<file path="src/rtl/csv_enc_pkg.sv">
`timescale 1ns / 1ps
// ----------------------------------------------------------------------------
// CSV record encoder package
// Shared types, character constants and helpers for the CSV record encoder.
// ----------------------------------------------------------------------------
package csv_enc_pkg;

	// Longest run of characters that one command can produce.
	localparam int MaxRun = 6;
	localparam int RunCntW = $clog2(MaxRun + 1);
	localparam int RunPosW = $clog2(MaxRun);

	typedef logic [7:0] char_t;
	typedef logic [MaxRun-1:0][7:0] run_bytes_t;
	typedef logic [RunCntW-1:0] run_cnt_t;
	typedef logic [RunPosW-1:0] run_pos_t;

	typedef enum logic [2:0] {
		CMD_VALUE       = 3'd0,
		CMD_FIELD_START = 3'd1,
		CMD_NEXT_VALUE  = 3'd2,
		CMD_FIELD_END   = 3'd3,
		CMD_RECORD_END  = 3'd4
	} cmd_t;

	// Record framing state carried between commands.
	typedef struct packed {
		logic emitted;
		logic multi;
	} rec_state_t;

	// Status of the output run buffer as seen by the input side.
	typedef struct packed {
		logic valid;
		logic free;
	} run_status_t;

	localparam char_t CH_COMMA     = 8'h2C;
	localparam char_t CH_QUOTE     = 8'h22;
	localparam char_t CH_LBRACKET  = 8'h5B;
	localparam char_t CH_RBRACKET  = 8'h5D;
	localparam char_t CH_BACKSLASH = 8'h5C;
	localparam char_t CH_SPACE     = 8'h20;
	localparam char_t CH_BANG      = 8'h21;
	localparam char_t CH_HASH      = 8'h23;
	localparam char_t CH_BS        = 8'h08;
	localparam char_t CH_TAB       = 8'h09;
	localparam char_t CH_LF        = 8'h0A;
	localparam char_t CH_FF        = 8'h0C;
	localparam char_t CH_CR        = 8'h0D;
	localparam char_t CH_LOW_B     = 8'h62;
	localparam char_t CH_LOW_F     = 8'h66;
	localparam char_t CH_LOW_N     = 8'h6E;
	localparam char_t CH_LOW_R     = 8'h72;
	localparam char_t CH_LOW_T     = 8'h74;
	localparam char_t CH_LOW_U     = 8'h75;
	localparam char_t CH_ZERO      = 8'h30;
	localparam char_t CH_UPPER_A   = 8'h41;

	// Upper-case hex digit for one nibble.
	function automatic char_t hex_digit(input logic [3:0] nib);
		char_t d;
		if (nib < 4'd10) begin
			d = CH_ZERO + {4'd0, nib};
		end else begin
			d = CH_UPPER_A + {4'd0, nib} - 8'd10;
		end
		return d;
	endfunction

endpackage

</file>
<file path="src/rtl/csv_enc_encode.sv">
`timescale 1ns / 1ps
// ----------------------------------------------------------------------------
// CSV record encoder, command decode
// Turns one command into its run of output characters and the next state.
// ----------------------------------------------------------------------------
module csv_enc_encode import csv_enc_pkg::*; (
	input  logic [2:0] cmd,
	input  char_t      data_byte,
	input  logic       multi_value,
	input  rec_state_t state_cur,
	output rec_state_t state_nxt,
	output run_bytes_t run_bytes,
	output run_cnt_t   run_cnt
);

	logic  pass;
	char_t esc;

	// Printable bytes other than quote and backslash, and everything from 0x7F up.
	assign pass = ((data_byte >= CH_HASH) && (data_byte <= CH_LBRACKET)) ||
		(data_byte >= CH_RBRACKET) || (data_byte == CH_SPACE) || (data_byte == CH_BANG);

	always_comb begin
		case (data_byte)
			CH_QUOTE:     esc = CH_QUOTE;
			CH_BACKSLASH: esc = CH_BACKSLASH;
			CH_BS:        esc = CH_LOW_B;
			CH_FF:        esc = CH_LOW_F;
			CH_LF:        esc = CH_LOW_N;
			CH_CR:        esc = CH_LOW_R;
			CH_TAB:       esc = CH_LOW_T;
			default:      esc = '0;
		endcase
	end

	always_comb begin
		run_bytes = '0;
		run_cnt   = '0;
		state_nxt = state_cur;
		unique case (cmd)
			CMD_VALUE: begin
				if (pass) begin
					run_bytes[0] = data_byte;
					run_cnt      = RunCntW'(1);
				end else if (esc != '0) begin
					run_bytes[0] = CH_BACKSLASH;
					run_bytes[1] = esc;
					run_cnt      = RunCntW'(2);
				end else begin
					run_bytes[0] = CH_BACKSLASH;
					run_bytes[1] = CH_LOW_U;
					run_bytes[2] = CH_ZERO;
					run_bytes[3] = CH_ZERO;
					run_bytes[4] = hex_digit(data_byte[7:4]);
					run_bytes[5] = hex_digit(data_byte[3:0]);
					run_cnt      = RunCntW'(6);
				end
			end
			CMD_FIELD_START: begin
				if (state_cur.emitted) begin
					run_bytes[0] = CH_COMMA;
					run_bytes[1] = CH_QUOTE;
					run_bytes[2] = CH_LBRACKET;
					run_cnt      = multi_value ? RunCntW'(3) : RunCntW'(2);
				end else begin
					run_bytes[0] = CH_QUOTE;
					run_bytes[1] = CH_LBRACKET;
					run_cnt      = multi_value ? RunCntW'(2) : RunCntW'(1);
				end
				state_nxt.emitted = 1'b1;
				state_nxt.multi   = multi_value;
			end
			CMD_NEXT_VALUE: begin
				if (state_cur.multi) begin
					run_bytes[0] = CH_COMMA;
					run_cnt      = RunCntW'(1);
				end
			end
			CMD_FIELD_END: begin
				if (state_cur.multi) begin
					run_bytes[0] = CH_RBRACKET;
					run_bytes[1] = CH_QUOTE;
					run_cnt      = RunCntW'(2);
				end else begin
					run_bytes[0] = CH_QUOTE;
					run_cnt      = RunCntW'(1);
				end
				state_nxt.multi = 1'b0;
			end
			CMD_RECORD_END: begin
				state_nxt = '0;
			end
			default: begin
			end
		endcase
	end

endmodule

</file>
<file path="src/rtl/csv_enc_run.sv">
`timescale 1ns / 1ps
// ----------------------------------------------------------------------------
// CSV record encoder, run buffer
// Holds one run of characters; hands out one word per cycle unless stalled.
// ----------------------------------------------------------------------------
module csv_enc_run import csv_enc_pkg::*; (
	input  logic        clk,
	input  logic        arst_n,
	input  logic        load,
	input  run_bytes_t  load_bytes,
	input  run_cnt_t    load_cnt,
	output run_status_t status,
	output logic        m_axis_tvalid,
	input  logic        m_axis_tready,
	output char_t       m_axis_tdata,
	output logic        m_axis_tlast
);

	run_bytes_t bytes_q;
	run_cnt_t   cnt_q;
	run_pos_t   pos_q;
	logic       valid_q;
	logic       take;
	logic       last;

	assign last = (RunCntW'(pos_q) == (cnt_q - RunCntW'(1)));
	assign take = valid_q && m_axis_tready;

	assign status.valid = valid_q;
	assign status.free  = !valid_q || (take && last);

	assign m_axis_tvalid = valid_q;
	assign m_axis_tdata  = bytes_q[pos_q];
	assign m_axis_tlast  = last;

	always_ff @(posedge clk or negedge arst_n) begin
		if (!arst_n) begin
			valid_q <= 1'b0;
			pos_q   <= '0;
		end else if (load) begin
			valid_q <= 1'b1;
			pos_q   <= '0;
		end else if (take) begin
			if (last) begin
				valid_q <= 1'b0;
			end else begin
				pos_q <= pos_q + RunPosW'(1);
			end
		end
	end

	always_ff @(posedge clk) begin
		if (load) begin
			bytes_q <= load_bytes;
			cnt_q   <= load_cnt;
		end
	end

endmodule

</file>
<file path="src/rtl/csv_record_escape_encoder_core.sv">
`timescale 1ns / 1ps
// ----------------------------------------------------------------------------
// CSV record escape encoder
// Encodes a stream of record-framing commands into quoted, escaped CSV text.
// ----------------------------------------------------------------------------
// Usage:
// Each input word on the slave stream is one command: a value byte, field
// start, next value, field end or record end. The master stream carries the
// encoded characters, one per word, with tlast set on the final character
// that a command produced. Commands that produce nothing (record end, next
// value in a single-value field, unused codes) emit no word at all.
// Data path: a taken command waits in the input register, is decoded from
// there, and its run is loaded into the run buffer that feeds the master.
// Throughput: while the receiver is ready, the run buffer drains one
// character per cycle. A command produces from one to six characters
// (six for a control byte written as a \u00XX escape); commands that emit
// nothing leave the input register without loading the run buffer. A new
// command is taken in the same cycle that the last character of the
// previous run leaves, so while the receiver is ready single-character
// commands flow at one word per cycle.
// Reset clears the framing state (no field emitted, not multi-valued) and
// empties both the input register and the run buffer.
// When the receiver stalls, the current character holds, the input register
// fills and then s_axis_tready drops until the run drains.
// ----------------------------------------------------------------------------
module csv_record_escape_encoder_core import csv_enc_pkg::*; (
	input  logic       clk,
	input  logic       arst_n,
	input  logic       s_axis_tvalid,
	output logic       s_axis_tready,
	input  logic [7:0] s_axis_tdata,   // [7:0] data_byte
	input  logic [3:0] s_axis_tuser,   // [2:0] command, [3] multi_value
	output logic       m_axis_tvalid,
	input  logic       m_axis_tready,
	output logic [7:0] m_axis_tdata,   // [7:0] out_byte
	output logic       m_axis_tlast    // last_of_run
);

	// Input register: one command waiting to be decoded.
	logic       valid_s1;
	logic [2:0] cmd_s1;
	char_t      data_s1;
	logic       multi_s1;

	// Framing state: whether a field has been started in this record, and
	// whether the open field is multi-valued.
	rec_state_t state_q;
	rec_state_t state_nxt;

	run_bytes_t  run_bytes;
	run_cnt_t    run_cnt;
	run_status_t run_status;

	logic accept;
	logic adv;
	logic load;

	// A decoded command leaves the input register when it has nothing to
	// emit, or when the run buffer is empty or releasing its last character.
	assign adv    = valid_s1 && ((run_cnt == '0) || run_status.free);
	assign load   = adv && (run_cnt != '0);
	assign accept = s_axis_tvalid && s_axis_tready;

	assign s_axis_tready = !valid_s1 || adv;

	always_ff @(posedge clk or negedge arst_n) begin
		if (!arst_n) begin
			valid_s1 <= 1'b0;
			state_q  <= '0;
		end else begin
			if (accept) begin
				valid_s1 <= 1'b1;
			end else if (adv) begin
				valid_s1 <= 1'b0;
			end
			if (adv) begin
				state_q <= state_nxt;
			end
		end
	end

	always_ff @(posedge clk) begin
		if (accept) begin
			cmd_s1   <= s_axis_tuser[2:0];
			data_s1  <= s_axis_tdata;
			multi_s1 <= s_axis_tuser[3];
		end
	end

	csv_enc_encode u_encode (
		.cmd         (cmd_s1),
		.data_byte   (data_s1),
		.multi_value (multi_s1),
		.state_cur   (state_q),
		.state_nxt   (state_nxt),
		.run_bytes   (run_bytes),
		.run_cnt     (run_cnt)
	);

	csv_enc_run u_run (
		.clk           (clk),
		.arst_n        (arst_n),
		.load          (load),
		.load_bytes    (run_bytes),
		.load_cnt      (run_cnt),
		.status        (run_status),
		.m_axis_tvalid (m_axis_tvalid),
		.m_axis_tready (m_axis_tready),
		.m_axis_tdata  (m_axis_tdata),
		.m_axis_tlast  (m_axis_tlast)
	);

	// A run is only loaded into a buffer that is empty or just emptied.
	assert property (@(posedge clk) disable iff (!arst_n)
		load |-> (!run_status.valid || (m_axis_tready && m_axis_tlast)))
		else $error("run buffer overwritten while characters remain");

	// The final character leaving without a new load empties the buffer.
	assert property (@(posedge clk) disable iff (!arst_n)
		(m_axis_tvalid && m_axis_tready && m_axis_tlast && !load) |=> !m_axis_tvalid)
		else $error("run buffer still valid after its last character");

	// A record end clears the framing state.
	assert property (@(posedge clk) disable iff (!arst_n)
		(adv && (cmd_s1 == CMD_RECORD_END)) |=> (state_q == '0))
		else $error("framing state not cleared by record end");

	// An empty input register always takes a new command.
	assert property (@(posedge clk) disable iff (!arst_n)
		!valid_s1 |-> s_axis_tready)
		else $error("input stalled with an empty input register");

endmodule
</file>
<file path="config.mk">
export PLATFORM = sky130hd
export DESIGN_NAME = csv_record_escape_encoder_core
export DESIGN_NICKNAME = d
export VERILOG_FILES = /design/src/rtl/csv_enc_pkg.sv /design/src/rtl/csv_enc_encode.sv /design/src/rtl/csv_enc_run.sv /design/src/rtl/csv_record_escape_encoder_core.sv
export SDC_FILE = /design/constraint.sdc
export NUM_CORES = 1
export LEC_CHECK = 0
export CORE_MARGIN = 2
export CORE_UTILIZATION = 40
export CTS_BUF_LIST = sky130_fd_sc_hd__clkbuf_8
export DETAILED_ROUTE_END_ITERATION = 7
export DONT_BUFFER_PORTS = 1
export PLACE_DENSITY = 0.58
export SKIP_LAST_GASP = 1
export SLEW_MARGIN = 30
export SYNTH_ARGS = -nofsm -noshare
export SYNTH_HDL_FRONTEND = slang
export SYNTH_HIERARCHICAL = 1
export SYNTH_SLANG_ARGS = --single-unit
export TNS_END_PERCENT = 1
</file>
<file path="constraint.sdc">
create_clock -name clk -period 8.5 [get_ports clk]
set_input_delay 0.425 -clock clk [delete_from_list [all_inputs] [get_ports clk]]
set_output_delay 0.425 -clock clk [all_outputs]
set_load 0.02 [all_outputs]
</file>
## Word-level counts from Yosys, hierarchy flattened

Index checks and enable logic that the tools add are counted.

- Add/sub/neg operators: 8
- Order comparisons: 6
- Eq/ne operators: 15
- Mux-type cells: 35
- Bitwise gates (word level): 1
- Reduce and logical (&&, ||, !) cells: 30

Operators by type and width:

| operator | count |
|---|---|
| $pmux W7 S7 | 1 |
| $eq A8 B4 Y1 const B | 5 |
| $mux W8 | 4 |
| $pmux W8 S4 | 1 |
| $mux W15 | 2 |
| $bmux W8 S3 | 1 |
| $eq A8 B6 Y1 const B | 3 |
| $pmux W8 S3 | 1 |
| $mux W3 | 6 |
| $add A7 B4 Y8 const A | 2 |
| $mux W16 | 1 |
| $pmux W8 S2 | 1 |
| $sub A8 B4 Y8 const B | 2 |
| $add A6 B4 Y7 const A | 2 |
| $mux W14 | 1 |
| $mux W7 | 2 |
| $mux W6 | 2 |
| $pmux W3 S4 | 1 |
| $reduce_bool A2 Y1 | 5 |
| $eq A8 B7 Y1 const B | 1 |
| $ge A8 B6 Y1 const B | 1 |
| $ge A8 B7 Y1 const B | 1 |
| $le A8 B7 Y1 const B | 1 |
| $lt A4 B4 Y1 const B | 2 |
| other kinds (21) | 46 |

- Register bits: 70

## Depth between registers and ports, before layout

Gate-level depths: netlist of the first run.

- Depth in word-level cells: 13
- Gate-level depth with buffers: 13

## Modules after synthesis

The synthesis of the first run kept the hierarchy.

Modules (own cells, without submodules):

| module | times used | cells an instance | area each (µm²) | seq. area each (µm²) |
|---|---|---|---|---|
| csv_enc_run | 1 | 120 | 2238.4 | 1631.6 |
| csv_enc_encode | 1 | 152 | 1012.2 | 0.0 |
| csv_record_escape_encoder_core | 1 | 24 | 504.2 | 435.4 |

## Least setup slack after synthesis of the first run

OpenSTA, ideal clock, no wires.

- Kind: register to register
- Start point: register data_s1[1]
- End point: register u_run.pos_q[0]
- Arrival time: 4.964 ns
- Data required time: 8.372 ns
- Setup slack: 3.408 ns
- Cell stages (with the launch flop): 12
- Period minus slack after synthesis: 5.092 ns
- Cells stage by stage: edfxtp_1 inv_1 ha_1 or4_4 nor4_4 o21a_1 a2111oi_0 nor3_2 o21ai_2 nor2_1 nor2b_1 mux2_1

- Longest elaborated chain between the ends: 13
- Elaborated cells on any way between the ends: 30

Ends and longest elaborated chain:

| what | line | RTL |
|---|---|---|
| start: declaration | csv_record_escape_encoder_core.sv:42 | `char_t data_s1;` |
| start signal: assignment | csv_record_escape_encoder_core.sv:85 | `data_s1 <= s_axis_tdata;` |
| $ge A8 B6 Y1 or $le A8 B7 Y1 (tied branches) | csv_enc_encode.sv:20 | `assign pass = ((data_byte >= CH_HASH) && (data_byte <= CH_LBRACKET)) \|\|` |
| $logic_and A1 B1 Y1 | csv_enc_encode.sv:20 |  |
| $logic_or A1 B1 Y1 | csv_enc_encode.sv:20 |  |
| $logic_or A1 B1 Y1 | csv_enc_encode.sv:21 | `(data_byte >= CH_RBRACKET) \|\| (data_byte == CH_SPACE) \|\| (data_byte == CH_BANG);` |
| $logic_or A1 B1 Y1 * | csv_enc_encode.sv:21 |  |
| $mux W3 * | csv_enc_encode.sv:42 | `if (pass) begin` |
| $pmux W3 S4 * | csv_enc_encode.sv:40 | `unique case (cmd)` |
| net run_cnt[0] | csv_record_escape_encoder_core.sv:51 | `run_cnt_t run_cnt;` |
| $logic_not A3 Y1 | csv_record_escape_encoder_core.sv:60 | `assign adv = valid_s1 && ((run_cnt == '0) \|\| run_status.free);` |
| $logic_or A1 B1 Y1 | csv_record_escape_encoder_core.sv:60 |  |
| $logic_and A1 B1 Y1 | csv_record_escape_encoder_core.sv:60 |  |
| $logic_and A1 B1 Y1 * | csv_record_escape_encoder_core.sv:61 | `assign load = adv && (run_cnt != '0);` |
| net load | csv_record_escape_encoder_core.sv:56 | `logic load;` |
| $ne A2 B2 Y1 (no source line) or $reduce_bool A2 Y1 (tied branches) | n/a |  |
| $reduce_and A2 Y1 (no source line) | n/a |  |
| end signal: assignment | csv_enc_run.sv:47 | `pos_q <= pos_q + RunPosW'(1);` |
| end: declaration | csv_enc_run.sv:21 | `run_pos_t pos_q;` |

The timed path passes the listed nets; every way through them passes the cells marked *.
A chain may end at the register's enable or synchronous reset.

## Final worst setup path of the first run

- Start point: register data_s1[1]
- End point: register u_run.pos_q[0]

- Longest elaborated chain between the ends: 13
- Elaborated cells on any way between the ends: 30

Ends and longest elaborated chain:

| what | line |
|---|---|
| $ge A8 B6 Y1 or $le A8 B7 Y1 (tied branches) | csv_enc_encode.sv:20 |
| $logic_and A1 B1 Y1 | csv_enc_encode.sv:20 |
| $logic_or A1 B1 Y1 | csv_enc_encode.sv:20 |
| $logic_or A1 B1 Y1 (2 in a row) | csv_enc_encode.sv:21 |
| $mux W3 * | csv_enc_encode.sv:42 |
| $pmux W3 S4 * | csv_enc_encode.sv:40 |
| net run_cnt[2] | csv_record_escape_encoder_core.sv:51 |
| $logic_not A3 Y1 | csv_record_escape_encoder_core.sv:60 |
| $logic_or A1 B1 Y1 | csv_record_escape_encoder_core.sv:60 |
| $logic_and A1 B1 Y1 | csv_record_escape_encoder_core.sv:60 |
| $logic_and A1 B1 Y1 * | csv_record_escape_encoder_core.sv:61 |
| net load | csv_record_escape_encoder_core.sv:56 |
| $ne A2 B2 Y1 (no source line) or $reduce_bool A2 Y1 (tied branches) | n/a |
| $reduce_and A2 Y1 (no source line) | n/a |

Marks and branches as above.

==> reports/metrics.yaml, run 1 <==
finalNetCount: 320
syn_area_mm2: 0.003747
finalMaxSlewViolations: 0
grtUsageTotal: 0.1465
finalWirelength_um: 6859
vias: 2221
startpoint_type: "flop"
hold_viol: 0
antennaDiodeCount: 0
synth_cells: 295
path_class: "flop to flop"
endpoint_kind: "flop"
fill_cells: 833
ir_drop_mv: 0.1050
ys.warnings.count: 6
p_leak_nw: 1.477
tns_ns: 0
path_max_fanout: 56
dp_cells: 391
grt_pass1_wl_um: 11180
seqCellArea_mm2: 0.002067
p_per_area_mw_per_mm2: 307.1
clockRootBuffer: "clkbuf_8"
die_h_um: 100.8
maxCapViolCount: 0
grt_max_degree: 57
cts_buffer_depth: 2
required_ns: 8.72
cts_hold_buffers: 1
detail-route-antenna-nets: 0
avgSynthCellArea_um2: 12.70
fin_total_pwr_mw: 1.227
cts_tree: "built"
grt-ovfl-total: 0
post-cts-setup-buffer-count: 0
rsz0062_at_grt: "false"
drc_errors: 0
finalWorstSetupSlack_ns: 4.591
hold_path.class: "primary input to flop"
setup_viol: 0
port_buffers: 0
crit_arrival_ns: 4.13
multi_input_area_mm2: 0.001464
areaGrowthSynthToFinish_pct: 6.644
place.gp.congestion: 0.8602
grt_pass1_vias: 2104
finalCritPeriodShare: 0.4599
routedWlPerCell_um: 16.81
layout-drive-gt1-share: 0.1380
htreeDepth: 3
final_cell_count_no_fill: 408
dp_hpwl_um: 4872
cts_sinks: 70
postCtsResizedCells: 0
drt-pass1-iter-count: 5
fmax_ghz: 0.2558
drt-vias-per-instance: 5.444
tightest_slew_ns: 0.8661
core_area_mm2: 0.009153
ios: 27
holdWs_ns: 0.1779
start_util: 0.4094
slew_headroom: 0.4077
design.die.area_mm2: 0.01016
dieWidth_um: 100.8
clk_pin_slew_ns: 0.08
drtIter0Drc: 152
cts_buffers: 9
rows: 35
clk_latency_ns: 0.34
min_period_ns: 3.909
fin_skew_ns: 0.008533
antenna_found_initial: 0
dp_slack_ns: 4.604
status: "completed"
==> report_power, final <==
group          switching (mW)  leakage [nW]  internal [mW]
clock                   0.125         0.114          0.173
sequential             0.0589         0.682          0.473
combinational           0.250         0.680          0.148
total                   0.434          1.48          0.794
==> per-layer routing <==
metal / global-route usage / share of wire / vias up
met1: 0.2158 / 0.47 / 1069
met5: 0 / 0 / -
met4: 0.06428 / 0.015 / 0
met3: 0.02913 / 0.055 / 9
met2: 0.2097 / 0.46 / 72
li1: - / - / 1071
==> stage by stage <==
step	util	cell area [um2]
final	0.4366	3996
after global routing	0.4366	3996
after CTS	0.4364	3994
after detailed placement	0.4109	3761
after global placement	0.4109	3761
after floorplan	-	3792
==> layout by cell type, fill, tap and decap left out, drive strengths merged, types with 3 or more instances in the layout <==
| cell type | n |
|---|---|
| nand2b | 4 |
| nor2b | 6 |
| nor2 | 22 |
| mux2 | 3 |
| nand2 | 12 |
| edfxtp | 63 |
| o21ai | 17 |
| o22ai | 9 |
| inv | 23 |
| nand3 | 5 |
| o31ai | 3 |
| ha | 12 |
| mux2i | 9 |
| nand4 | 3 |
| mux4 | 8 |
| nor3b | 3 |
| dfrtp | 7 |
| a21oi | 6 |
| xor2 | 3 |
| conb | 13 |
| nor3 | 12 |
| clkbuf | 10 |
==> registers in the layout (all words and copies together), names as in the netlist <==
signal and count:
cmd_s1 3, data_s1 8, multi_s1 1, state_q 2, u_run/bytes_q 48, u_run/cnt_q 3
u_run/m_axis_tvalid 1, u_run/pos_q 3, valid_s1 1
==> area by class of cell <==
cell class                      instances  share of cell area
Tap cell                              111             0.03475
Multi-Input combinational cell        187              0.3663
Clock inverter                          6             0.02129
Timing Repair Buffer                    3            0.006262
Inverter                               21             0.01972
Sequential cell                        70              0.5172
Clock buffer                           10             0.03444
==> worst max-delay path: stages, from the launching register on <==
cell	delay [ns]
edfxtp_1	0.48
inv_1	0.18
ha_1	0.27
nand2_1	0.10
or4b_1	0.51
nand3_1	0.51
nor2_1	0.17
nor3_2	0.37
o21ai_2	0.14
nor2_4	0.09
buf_4	0.54
nor2b_1	0.10
mux2_1	0.30
==> final timing paths <==
kind,start,endpoint,slack [ns],cells after the start
worst max-delay path,data_s1[1],u_run/pos_q[0],4.59,12
worst min-delay path,s_axis_tdata[5],data_s1[5],0.18,0
worst max register to register,data_s1[1],u_run/pos_q[0],4.59,12
worst min register to register,state_q[1],state_q[1],0.54,1
max in group asynchronous,arst_n,state_q[1],7.80,1
min in group asynchronous,arst_n,u_run/pos_q[1],0.43,1
Note: power is estimated with default switching activity, not from simulation.
==> run 2, diff against run 1 <==
PLACE_DENSITY = 0.6   (was 0.58)
clock period = 3.3 ns   (was 8.5 ns; I/O delays follow)
==> run 2 against run 1 <==
  * Clock power grew 140%
  * Worst setup slack lost 4.3 ns
  * Critical path depth is the same
  * Wire length grew 2.8%
  * Die area is the same
  * Sequential power grew to 2.6 times the previous value
  * Largest cell class unchanged
  * Via count grew 2.4%
  * Sequential share of layout area shrank 2.7 points
  * Register-to-register slack lost 4.3 ns
==> reports/metrics.yaml, run 2 (synthesized netlist as in run 1, its figures left out) <==
cts_buffer_depth: 2
path_class: "flop to flop"
grt_pass1_wl_um: 11500
place.gp.congestion: 0.8724
layout-drive-gt1-share: 0.1589
cts_buffers: 9
hold_viol: 0
drc_errors: 0
status: "completed"
grt_max_degree: 46
clk_pin_slew_ns: 0.07
routedWlPerCell_um: 16.33
clk_latency_ns: 0.34
cts_tree: "built"
finalMaxSlewViolations: 0
dieWidth_um: 100.8
path_max_fanout: 11
fin_total_pwr_mw: 3.183
min_period_ns: 3.022
p_leak_nw: 1.590
tns_ns: 0
fin_skew_ns: 0.007763
areaGrowthSynthToFinish_pct: 12.49
post_dp_cell_area_mm2: 0.003856
ios: 27
antennaDiodeCount: 0
finalNetCount: 344
drt-vias-per-instance: 5.266
finalWirelength_um: 7054
core_area_mm2: 0.009153
port_buffers: 0
rsz0062_at_grt: "false"
crit_arrival_ns: 3.24
drtIter0Drc: 106
vias: 2275
die_h_um: 100.8
cts_sinks: 70
top_register: "u_run/bytes_q"
antenna_found_initial: 0
maxCapViolCount: 0
final_cell_mix: "edfxtp_1 (63), inv_1 (24), nor2_1 (21)"
final_cell_count_no_fill: 432
dp_cells: 402
drt-pass1-iter-count: 4
rows: 35
ir_drop_mv: 0.3237
grt_pass1_vias: 2229
fmax_ghz: 0.3309
endpoint_kind: "flop"
p_per_area_mw_per_mm2: 755.0
slew_headroom: 0.5629
startpoint_type: "flop"
finalCritPeriodShare: 0.9159
dp_hpwl_um: 5112
reg_top3: "u_run/bytes_q x48, data_s1 x8"
detail-route-antenna-nets: 0
required_ns: 3.52
setup_viol: 0
mostFrequentLayoutCell: "edfxtp_1"
fill_cells: 824
start_util: 0.4094
grt-ovfl-total: 0
clockRootBuffer: "clkbuf_8"
tightest_slew_ns: 0.6507
design_area_mm2: 0.004215
htreeDepth: 3
hold_path.class: "primary input to flop"
design.die.area_mm2: 0.01016
grtUsageTotal: 0.1527
largest_reg_flops: 48
==> run 2: layout make-up <==
class	instances	area, um2	share of cell area
Timing Repair Buffer	27	250.2	0.05936
Inverter	21	78.83	0.01870
Sequential cell	70	2067	0.4904
Clock inverter	7	83.83	0.01989
Tap cell	111	138.9	0.03295
Clock buffer	9	123.9	0.02939
Multi-Input combinational cell	187	1473	0.3494
==> run 2: power breakdown <==
group / switching (mW) / internal (mW) / leakage (nW)
Sequential: 0.157 / 1.22 / 0.682
Combinational: 0.661 / 0.433 / 0.794
Clock: 0.300 / 0.416 / 0.113
==> run 2: critical path: stages, from the launching register on <==
cell	delay, ns
edfxtp_1	0.38
buf_4	0.16
ha_1	0.28
or4_4	0.45
nor4_4	0.26
o21a_1	0.28
a2111oi_2	0.11
nor3_2	0.18
o21ai_2	0.12
nor2_4	0.13
buf_4	0.20
nor2_1	0.05
mux2_1	0.29
==> run 2: per-stage QoR <==
| step | hold slack, ns | setup WS [ns] | utilization |
|---|---|---|---|
| floorplan | -0.1306 | -0.3965 | - |
| global placement | -0.1304 | 0.3326 | 0.4213 |
| detailed placement | -0.1304 | 0.2268 | 0.4213 |
| CTS | 0.03136 | 0.03839 | 0.4593 |
| global route | 0.04694 | 0.05896 | 0.4606 |
| finish | 0.05163 | 0.2775 | 0.4606 |
==> run 2: path summary, 6_finish.rpt <==
kind | slack [ns] | startpoint | to | cells past startpoint
min in group asynchronous | 0.18 | arst_n | u_run/m_axis_tvalid | 1
worst max-delay path | 0.28 | data_s1[0] | u_run/pos_q[0] | 12
max in group asynchronous | 2.86 | arst_n | valid_s1 | 1
worst min register to register | 0.54 | state_q[1] | state_q[1] | 1
worst min-delay path | 0.05 | m_axis_tready | u_run/m_axis_tvalid | 2
worst max register to register | 0.28 | data_s1[0] | u_run/pos_q[0] | 12
==> run 2: what timing repair did <==
item / 4_1_cts / 5_1_grt
resized for setup: 0 / 3
endpoints found under the setup margin: 0 / 13
setup buffers: 0 / 0
hold buffers: 14 / 0
endpoints found under the hold margin: 20 / 0
==> run 2: metal layers <==
metal	GRT usage	share of wire	routed length, um
met1	0.2117	0.46	3243
met2	0.2287	0.49	3452
met3	0.03675	0.041	290
met4	0.06744	0.0096	68
met5	0	0	0
